## config.mk

```make
export PLATFORM = sky130hd
export DESIGN_NAME = whr_ctrl
export DESIGN_NICKNAME = d
export VERILOG_FILES = /design/src/design/whr_pkg.sv /design/src/design/whr_ctrl.sv
export VERILOG_INCLUDE_DIRS = /design/src /design/src/design
export SDC_FILE = /design/constraint.sdc
export NUM_CORES = 1
export LEC_CHECK = 0
export BUFFER_PORTS_ARGS = -buffer_cell sky130_fd_sc_hd__buf_4
export CORE_AREA = 2 2 39 41
export DETAILED_ROUTE_END_ITERATION = 7
export DIE_AREA = 0 0 41 43
export GPL_ROUTABILITY_DRIVEN = 0
export HOLD_SLACK_MARGIN = 0.1
export PLACE_DENSITY = 0.38
export SYNTH_ARGS = -nofsm -noshare
export SYNTH_HDL_FRONTEND = slang
export SYNTH_SLANG_ARGS = --single-unit
```

## constraint.sdc

```tcl
create_clock -name clk -period 1.4 [get_ports clk]
set_clock_uncertainty 0.2 [all_clocks]
set_input_delay 0.21 -clock clk [delete_from_list [all_inputs] [get_ports clk]]
set_output_delay 0.21 -clock clk [all_outputs]
set_load 0.02 [all_outputs]
```

## src/design/weighted_hybrid_memory_replacement_core_defines.svh

```systemverilog
// Assertion macros shared by the weighted replacement core.
// Both macros expect clk and rst_n in scope.
`ifndef WEIGHTED_HYBRID_MEMORY_REPLACEMENT_CORE_DEFINES_SVH
`define WEIGHTED_HYBRID_MEMORY_REPLACEMENT_CORE_DEFINES_SVH
`ifndef SYNTHESIS
`define WHR_ASSERT(name, prop) \
    name: assert property (@(posedge clk) disable iff (!rst_n) prop) \
        else $error("whr assertion failed");
`define WHR_NEVER(name, expr) \
    `WHR_ASSERT(name, !(expr))
`else
`define WHR_ASSERT(name, prop)
`define WHR_NEVER(name, expr)
`endif
`endif

```

## src/design/whr_pkg.sv

```systemverilog
package whr_pkg;

    localparam int WEIGHT_W  = 4;
    localparam int WAY_W     = 4;
    localparam int SET_IN_W  = 10;
    localparam int CMD_W     = 2;
    localparam int CFG_IDX_W = 2;
    localparam int MAX_WAYS  = 16;

    localparam logic [WEIGHT_W-1:0] WEIGHT_TOP = 4'd15;

    // reset values of the start-weight registers
    localparam logic [WEIGHT_W-1:0] START_RST_NVM_DIRTY  = 4'd0;
    localparam logic [WEIGHT_W-1:0] START_RST_DRAM_DIRTY = 4'd3;
    localparam logic [WEIGHT_W-1:0] START_RST_NVM_CLEAN  = 4'd5;
    localparam logic [WEIGHT_W-1:0] START_RST_DRAM_CLEAN = 4'd7;

    localparam logic [CMD_W-1:0] CMD_VICTIM = 2'd0;
    localparam logic [CMD_W-1:0] CMD_FILL   = 2'd1;
    localparam logic [CMD_W-1:0] CMD_ACCESS = 2'd2;

    localparam logic [CFG_IDX_W-1:0] REG_START_NVM_DIRTY  = 2'd0;
    localparam logic [CFG_IDX_W-1:0] REG_START_DRAM_DIRTY = 2'd1;
    localparam logic [CFG_IDX_W-1:0] REG_START_NVM_CLEAN  = 2'd2;
    localparam logic [CFG_IDX_W-1:0] REG_START_DRAM_CLEAN = 2'd3;

    typedef struct packed {
        logic accept;   // latch the word and read its set row
        logic update;   // modify the row, write it back, register the result
        logic clear;    // write one reset row of the clearing pass
    } ctrl_cmd_t;

    typedef struct packed {
        logic clear_last;
    } ctrl_stat_t;

endpackage

```

## src/design/whr_ctrl.sv

```systemverilog
`include "weighted_hybrid_memory_replacement_core_defines.svh"

module whr_ctrl (
    input  logic                clk,
    input  logic                rst_n,
    input  logic                start,
    output logic                busy,
    output logic                done,
    output whr_pkg::ctrl_cmd_t  cmd,
    input  whr_pkg::ctrl_stat_t stat
);

    localparam logic [1:0] ST_CLEAR = 2'd0;
    localparam logic [1:0] ST_IDLE  = 2'd1;
    localparam logic [1:0] ST_UPD   = 2'd2;

    logic [1:0] state_reg;
    logic [1:0] state_next;
    logic       done_reg;
    logic       accept;

    assign busy   = (state_reg != ST_IDLE);
    assign accept = start && !busy;
    assign done   = done_reg;

    assign cmd.accept = accept;
    assign cmd.update = (state_reg == ST_UPD);
    assign cmd.clear  = (state_reg == ST_CLEAR);

    always_comb
    begin
        state_next = state_reg;
        unique case (state_reg)
            ST_CLEAR:
            begin
                if (stat.clear_last)
                begin
                    state_next = ST_IDLE;
                end
            end
            ST_IDLE:
            begin
                if (accept)
                begin
                    state_next = ST_UPD;
                end
            end
            ST_UPD:
            begin
                state_next = ST_IDLE;
            end
            default:
            begin
                state_next = ST_IDLE;
            end
        endcase
    end

    always_ff @(posedge clk or negedge rst_n)
    begin
        if (!rst_n)
        begin
            state_reg <= ST_CLEAR;
            done_reg  <= 1'b0;
        end
        else
        begin
            state_reg <= state_next;
            done_reg  <= (state_reg == ST_UPD);
        end
    end

    `WHR_ASSERT(a_accept_to_upd, accept |=> (state_reg == ST_UPD))
    `WHR_ASSERT(a_upd_one_cycle, (state_reg == ST_UPD) |=> (state_reg == ST_IDLE) && done_reg)
    `WHR_ASSERT(a_done_after_upd, done_reg |-> $past(state_reg == ST_UPD))

endmodule

```

### Yosys cells after proc, flatten, opt, wreduce, memory -nomap -nowiden

Cells that the tools add are included.

| storage, ports and cells | value |
|---|---|
| bits in registers | 3 |
| word-level logic and storage cells | 14 |

| cells by class | value |
|---|---|
| equal/unequal tests | 5 |
| mux-type cells | 3 |
| reductions and logical operators | 4 |

Operators by type and width:

| cell | count |
|---|---|
| two-way mux 2 bit | 2 |
| != test 2 x 1 -> 1 bit, second input constant | 2 |
| case mux 2 bit (2 select lines) | 1 |
| equality test 2 x 1 -> 1 bit, second input constant | 1 |
| equality test 2 bit, second input constant | 1 |
| logical NOT 2 bit | 1 |
| != test 2 bit, second input constant | 1 |
| AND reduction 2 bit | 1 |
| logical AND 1 bit | 1 |
| logical NOT 1 bit | 1 |

### Depth between registers and ports, before layout

Gate-level depths: netlist (run 1).

| depth | value |
|---|---|
| word-level depth | 5 |
| gate-level depth with buffers | 3 |

### Worst setup path before layout (run 1)

Ideal clock, no wire load.

| timing | value |
|---|---|
| path type | flip-flop to output port |
| from | reg state_reg[1] |
| to | out cmd[2] (netlist name) |
| arrival time | 0.897 ns |
| data required time | 0.990 ns |
| path slack | 0.093 ns |
| cell stages (with the launch flop) | 4 |
| path buffers | 1 |
| cell sequence | dfrtp_1 nand2b_1 nor2_1 buf_4 |

| between the ends | value |
|---|---|
| word-level cells in the longest chain between the ends | 3 |

RTL lines:

| what | RTL line | text |
|---|---|---|
| from (decl) | whr_ctrl.sv:17 | `logic [1:0] state_reg;` |
| from (signal assigned) | whr_ctrl.sv:68 | `state_reg <= state_next;` |
| != test 2 x 1 -> 1 bit | whr_ctrl.sv:22 | `assign busy = (state_reg != ST_IDLE);` |
| net busy | whr_ctrl.sv:7 | `output logic busy,` |
| logical NOT 1 bit | whr_ctrl.sv:23 | `assign accept = start && !busy;` |
| logical AND 1 bit | whr_ctrl.sv:23 |  |
| to (decl) | whr_ctrl.sv:9 | `output whr_pkg::ctrl_cmd_t cmd,` |

The timed path passes the listed nets, and every way through them passes these cells.

==> metrics.md, run 1 <==
| Metric | Value |
|---|---|
| Initial DRC Count | 0 |
| Crit-path cells | nand2b_4 > nor2_4 > buf_6 |
| CTS tree | done |
| Worst r2r path cells | 3 |
| Final WS setup | -0.00510 ns |
| DRC errors left | 0 |
| WL final | 374 microns |
| CTS sink count | 3 |
| Synth warn | 0 |
| Failing checks | setup timing |
| Rel. slew slack | 0.908 |
| Routed WL per cell | between 8 and 9 microns |
| Buffers on Ports | 8 |
| Inserted Clock Buffers | 3 |
| Total Nets Final | 32 |
| Antenna-violating nets left | 0 |
| Number of max-cap violations | 0 |
| Leak pwr | 0.139 nW |
| Synthesis-stage register bit count | 3 |
| Final Cycle Share | 1.00 |
| Worst-path clk slew | 0.04 ns |
| Final Core Density | 0.205 |
| Largest register FFs | 2 |
| Initial Util | 0.0904 |
| Die Height | between 40 and 50 microns |
| Crit path arrival time | 1.00 ns |
| CP Depth | 3 |
| Status | finished, violations left |
| Area Growth Syn to Fin | 127% |
| Syn nets | 16 |
| Gr usage total | 0.0594 |
| First-pass GRT wire length | 607 microns |
| Worst-path fanout max | 4 |
| Detailed placement HPWL | 242 microns |
| Register area share after synthesis | 0.600 |
| Worst-Margin Slew | 0.137 ns |
| WP buf/inv | 1 |
| Post-Synthesis Cell Area | 125 sq um |
| Aggregate global routing overflow | 0 |
| Clock Latency Late Sink | 0.23 ns |
| Slowest stage cell, crit path | dfrtp_1 |
| CTS root buf | clkbuf_4 |
| Detailed Routing Iterations Pass 1 | 1 |
| PwrDens | 1850 mW/mm^2 |
| Antenna fix cells | 0 |
| Max-slew violation count | 0 |
| Via/cell ratio | 3.00 |
| Worst Setup End Kind | output port |
| Setup CP Type | flip-flop to output port |
| Largest net degree at the start of global routing | 5 |
| Number of global-route vias before repair | 157 |
| Synth Instances | 12 |
| Synth unique cells | 7 |
| Critical Path RT | between 0.9 and 1 ns |
| Die ar. | around 0.0018 sq mm |
| Pre-CTS setup slack | 0.174 ns |
| Die X | 41 microns |
| Tmin final | 1.41 ns |
| Layout cells sized above 1 | 0.593 |
| # setup viols final | 1 |
| Via count | 129 |
| Final Hold Viols | 0 |
| Core area | between 0.001 and 0.0015 sq mm |
| H-tree depth | 1 |
| Unrepaired setup endpoints after global routing | yes |
| Worst path max stage delay | 0.39 ns |
| FMAX | 0.712 GHz |
| Longest Clk Path Bufs | 2 |
| Row count | 14 |
| Crit start category | flip-flop |
| Peak supply drop | approximately 0.47 mV |
| Top Ports | 9 |
| Worst Hold Class | input pin to async pin |
| Crit path max-delay family | flip-flops |
| Syn Area/Cell | 10.4 sq um |
| Initial antenna violation count | 0 |
-- cell families after synthesis --
kind of cell,after synthesis,share of synthesized area
DFF,3,0.600
buffers and inverters,2,0.0900
and+or+nand+nor,6,0.240
AOI/OAI and AO/OA,1,0.0700
-- synthesized netlist by cell type --
cell      instances  area, sq um
nor2b_1           2         12.5
buf_4             1         7.51
nor2_1            3         11.3
inv_1             1         3.75
a211o_1           1         8.76
dfrtp_1           3         75.1
nand2b_1          1         6.26
-- placed cells by master, fill, tap and decap left out, drive strengths merged --
| cell type | count |
|---|---|
| dfrtp | 3 |
| nor2 | 3 |
| nor2b | 2 |
| nand2b | 1 |
| buf | 9 |
| a211o | 1 |
| inv | 1 |
| clkbuf | 4 |
| dlygate4sd3 | 3 |
-- where the power goes --
part           switching (mW)  internal, mW
registers              0.0270         0.113
clock network          0.0443         0.107
logic                   0.116         0.117
-- final cells by class --
| type | count | area [sq um] |
|---|---|---|
| Clock buffer | 4 | 26.3 |
| Timing Repair Buffer | 12 | 101 |
| Sequential cell | 3 | 76.3 |
| Multi-Input combinational cell | 7 | 56.3 |
| Fill cell | 153 | 1100 |
| Inverter | 1 | 3.75 |
| Tap cell | 16 | 20.0 |
-- worst paths after layout --
path                                               start                       end  slack (ns)
worst max register to register  state_reg[0]$_DFFE_PN0P_  state_reg[0]$_DFFE_PN0P_        0.25
worst max-delay path            state_reg[1]$_DFFE_PN0P_                    cmd[2]      -0.005
worst min register to register  state_reg[1]$_DFFE_PN0P_  state_reg[0]$_DFFE_PN0P_        0.30
min in group clk                                   start  state_reg[0]$_DFFE_PN0P_        0.17
worst min-delay path                               rst_n            done$_DFF_PN0_        0.11
max in group asynchronous                          rst_n  state_reg[0]$_DFFE_PN0P_        0.78
-- per-layer routing --
metal / vias to the layer above / part of all wire / global-route usage
met4: 0 / 0 / 0.0667
met2: 9 / 0.43 / 0.0656
li1: 65 / - / -
met3: 0 / 0.17 / 0.0524
met5: - / 0 / 0
met1: 55 / 0.39 / 0.0583
-- through the flow --
stage | instance area (sq um) | power, mW | cells | hold WS, ns | setup TNS, ns
after floorplan | 125 | 0.235 | 12 | -0.286 | 0
after global placement | 198 | 0.307 | 35 | -0.199 | 0
after detailed placement | 198 | 0.310 | 35 | -0.196 | 0
after CTS | 284 | 0.532 | 43 | 0.103 | -0.00938
after global routing | 284 | 0.558 | 43 | 0.119 | -0.0921
final | 284 | 0.524 | 43 | 0.110 | -0.00510
-- timing repair --
action | CTS | global route
setup endpoints to repair | 2 | 2
hold buffers | 3 | 0
hold endpoints to repair | 5 | 0
buffers inserted | 1 | 0
resized for setup | 6 | 0
Power figures use the tool's default switching activity.
==> inputs of run 2 (changes only) <==
--- a/config.mk
+++ b/config.mk
@@ -6,10 +6,11 @@
 export SDC_FILE = /design/constraint.sdc
 export NUM_CORES = 1
 export LEC_CHECK = 0
+export ABC_CLOCK_PERIOD_IN_PS = 1400
 export BUFFER_PORTS_ARGS = -buffer_cell sky130_fd_sc_hd__buf_4
-export CORE_AREA = 2 2 39 41
+export CORE_AREA = 4 4 41 43
 export DETAILED_ROUTE_END_ITERATION = 7
-export DIE_AREA = 0 0 41 43
+export DIE_AREA = 0 0 45 47
 export GPL_ROUTABILITY_DRIVEN = 0
 export HOLD_SLACK_MARGIN = 0.1
 export PLACE_DENSITY = 0.38
==> metrics.md, run 2 (synthesis results as in run 1) <==
| Metric | Value |
|---|---|
| Largest register FFs | 2 (unchanged) |
| DRC errors left | 0 (unchanged) |
| Final Core Density | 0.204 (-0.00140) |
| CTS tree | done |
| Inserted Clock Buffers | 3 (unchanged) |
| FMAX | 0.704 GHz (-1.1%) |
| Total Nets Final | 30 (-6.3%) |
| Worst-path clk slew | 0.04 ns (about the same) |
| Die ar. | 0.00212 sq mm (+20%) |
| WP buf/inv | 1 (unchanged) |
| Max-slew violation count | 0 (unchanged) |
| Worst path max stage delay | 0.39 ns (about the same) |
| Setup CP Type | flip-flop to output port |
| Antenna fix cells | 0 (unchanged) |
| Most frequent cells in the layout | 7 x buf_4, 3 x clkbuf_4, 2 x nor2_1, 2 x dfrtp_1, 2 x dlygate4sd3_1 |
| Gr usage total | 0.0507 (-0.00868) |
| WL final | 370 microns (-1.1%) |
| Final setup TNS | -0.0211 ns (-0.0160 ns) |
| Number of max-cap violations | 0 (unchanged) |
| FF-to-FF Start | state_reg[0]$_DFFE_PN0P_ |
| Hold Crit Endpoint | state_reg[0]$_DFFE_PN0P_ |
| Pre-CTS setup slack | 0.107 ns (-0.0667 ns) |
| Worst-path fanout max | 4 (unchanged) |
| Area Growth Syn to Fin | 112% |
| Detailed placement HPWL | 270 microns (+11%) |
| Final Hold Viols | 0 (unchanged) |
| Aggregate global routing overflow | 0 (unchanged) |
| Via/cell ratio | 3.18 (+5.8%) |
| CTS root buf | clkbuf_4 |
| Initial Util | 0.0962 (+0.00574) |
| Largest net degree at the start of global routing | 6 (+1) |
| Placed Area | 196 sq um (-0.63%) |
| First-pass GRT wire length | 641 microns (+5.6%) |
| Sw Ratio | 0.365 (+0.00821) |
| Tmin final | 1.42 ns (+0.0160 ns) |
| Clock share of power | 0.301 (+0.013) |
| Layout cells sized above 1 | 0.600 (+0.00741) |
| Unrepaired setup endpoints after global routing | yes |
| Crit path max-delay family | flip-flops |
| Buffers on Ports | 8 (unchanged) |
| Comb power frac | 0.417 (-0.028) |
| Int Pwr | 323 uW (-4.3%) |
| Reg2Reg Capture Point | state_reg[0]$_DFFE_PN0P_ |
| CTS sink count | 3 (unchanged) |
| Worst Setup End Kind | output port |
| Final Cycle Share | 1.02 (+0.0115) |
| Longest Clk Path Bufs | 2 (unchanged) |
| Detailed Routing Iterations Pass 1 | 1 (unchanged) |
| Slowest stage cell, crit path | dfrtp_1 |
| Crit-path cells | nand2b_4 > nor2_4 > buf_6 |
| Status | finished, violations left |
| PwrDens | 1920 mW/mm^2 (+3.7%) |
| Worst r2r path cells | 2 (-1) |
| # setup viols final | 1 (unchanged) |
| Final Cell Area | 265 sq um (-6.6%) |
| Die X | 45 microns (+9.8%) |
| Rel. slew slack | 0.911 (+0.00210) |
| Register-to-Register Setup Slack | 0.34 ns (+0.09 ns) |
| Worst-Margin Slew | 0.134 ns (-0.00315 ns) |
| Switch Pwr | 186 uW (-0.88%) |
| Post-CTS setup repair buffer count | 0 (-1) |
| Peak supply drop | 0.541 mV (+14%) |
| H-tree depth | 1 (unchanged) |
| Hold depth | 3 |
| Crit path arrival time | 1.01 ns (about the same) |
| Antenna-violating nets left | 0 (unchanged) |
| Top Ports | 9 (unchanged) |
| Final WS setup | -0.0211 ns (-0.0160 ns) |
| Die Height | 47 microns (+9.3%) |
| Worst Hold Class | input pin to flip-flop |
| Initial DRC Count | 0 (unchanged) |
| Hold wc startpoint | stat |
| Failing checks | setup timing |
| Row count | 13 (-1) |
| Tot Pwr | 508 uW (-3.1%) |
| Routed WL per cell | 9.25 microns (+6.4%) |
| Via count | 127 (-1.6%) |
| Initial antenna violation count | 0 (unchanged) |
| Number of global-route vias before repair | 146 (-7.0%) |
| Leak pwr | 0.130 nW (-6.4%) |
| Fill count | 162 (+5.9%) |
| Clock Latency Late Sink | 0.23 ns (about the same) |
| Critical Path RT | 0.99 ns (about the same) |
| Commonest non-fill, non-tap cell in the layout | buf_4 |
| CP Depth | 3 (unchanged) |
| Crit start category | flip-flop |
| Sequential share of power | 0.282 (+0.015) |
| Core area | 0.00130 sq mm (-6.0%) |
==> run 2: cell type report <==
cell class	count	area, sq um	area share
timing repair buffer	10	83.8	0.316
sequential	3	76.3	0.288
multi-input combinational	7	56.3	0.212
clock buffer	4	26.3	0.0991
tap	15	18.8	0.0708
inverter	1	3.75	0.0142
==> run 2: timing repair <==
action | in CTS | in global routing
gates resized for setup | 6 | 0
endpoints found under the setup margin | 2 | 3
hold buffers | 2 | 0
hold endpoints to repair | 4 | 0
==> run 2: worst max path at each step <==
stage                             startpoint  endpoint  slack (ns)
CTS                 state_reg[1]$_DFFE_PN0P_    cmd[2]       -0.03
detailed placement  state_reg[1]$_DFFE_PN0P_    cmd[2]        0.11
global route        state_reg[1]$_DFFE_PN0P_    cmd[2]       -0.08
global placement    state_reg[1]$_DFFE_PN0P_    cmd[2]        0.16
finish              state_reg[1]$_DFFE_PN0P_    cmd[2]       -0.02
floorplan           state_reg[1]$_DFFE_PN0P_    cmd[2]        0.09
==> run 2: layer usage <==
layer	wire length [microns]	up-vias	GRT usage
met2	122	11	0.0537
met1	156	52	0.0481
met4	9	0	0.0526
li1	-	62	-
met5	0	-	0
met3	81	2	0.0575
==> run 2: worst register-to-register path, cell delays in order, from the launching register on <==
cell     delay, ns
dfrtp_2       0.42
nor2b_1       0.06
a211o_1       0.26
==> run 2: power groups by stage <==
stage	registers (mW)	logic (mW)	clock network, mW
5_1_grt	0.148	0.232	0.170
3_3_place_gp	0.131	0.177	0
2_1_floorplan	0.136	0.0998	0
3_5_place_dp	0.134	0.179	0
4_1_cts	0.143	0.214	0.159
6_report	0.143	0.212	0.153
==> run 2: metrics by stage <==
step,cells,hold slack (ns)
2_1_floorplan,12,-0.286
3_5_place_dp,34,-0.198
5_1_grt,40,0.110
3_3_place_gp,34,-0.200
6_report,40,0.104
4_1_cts,40,0.103
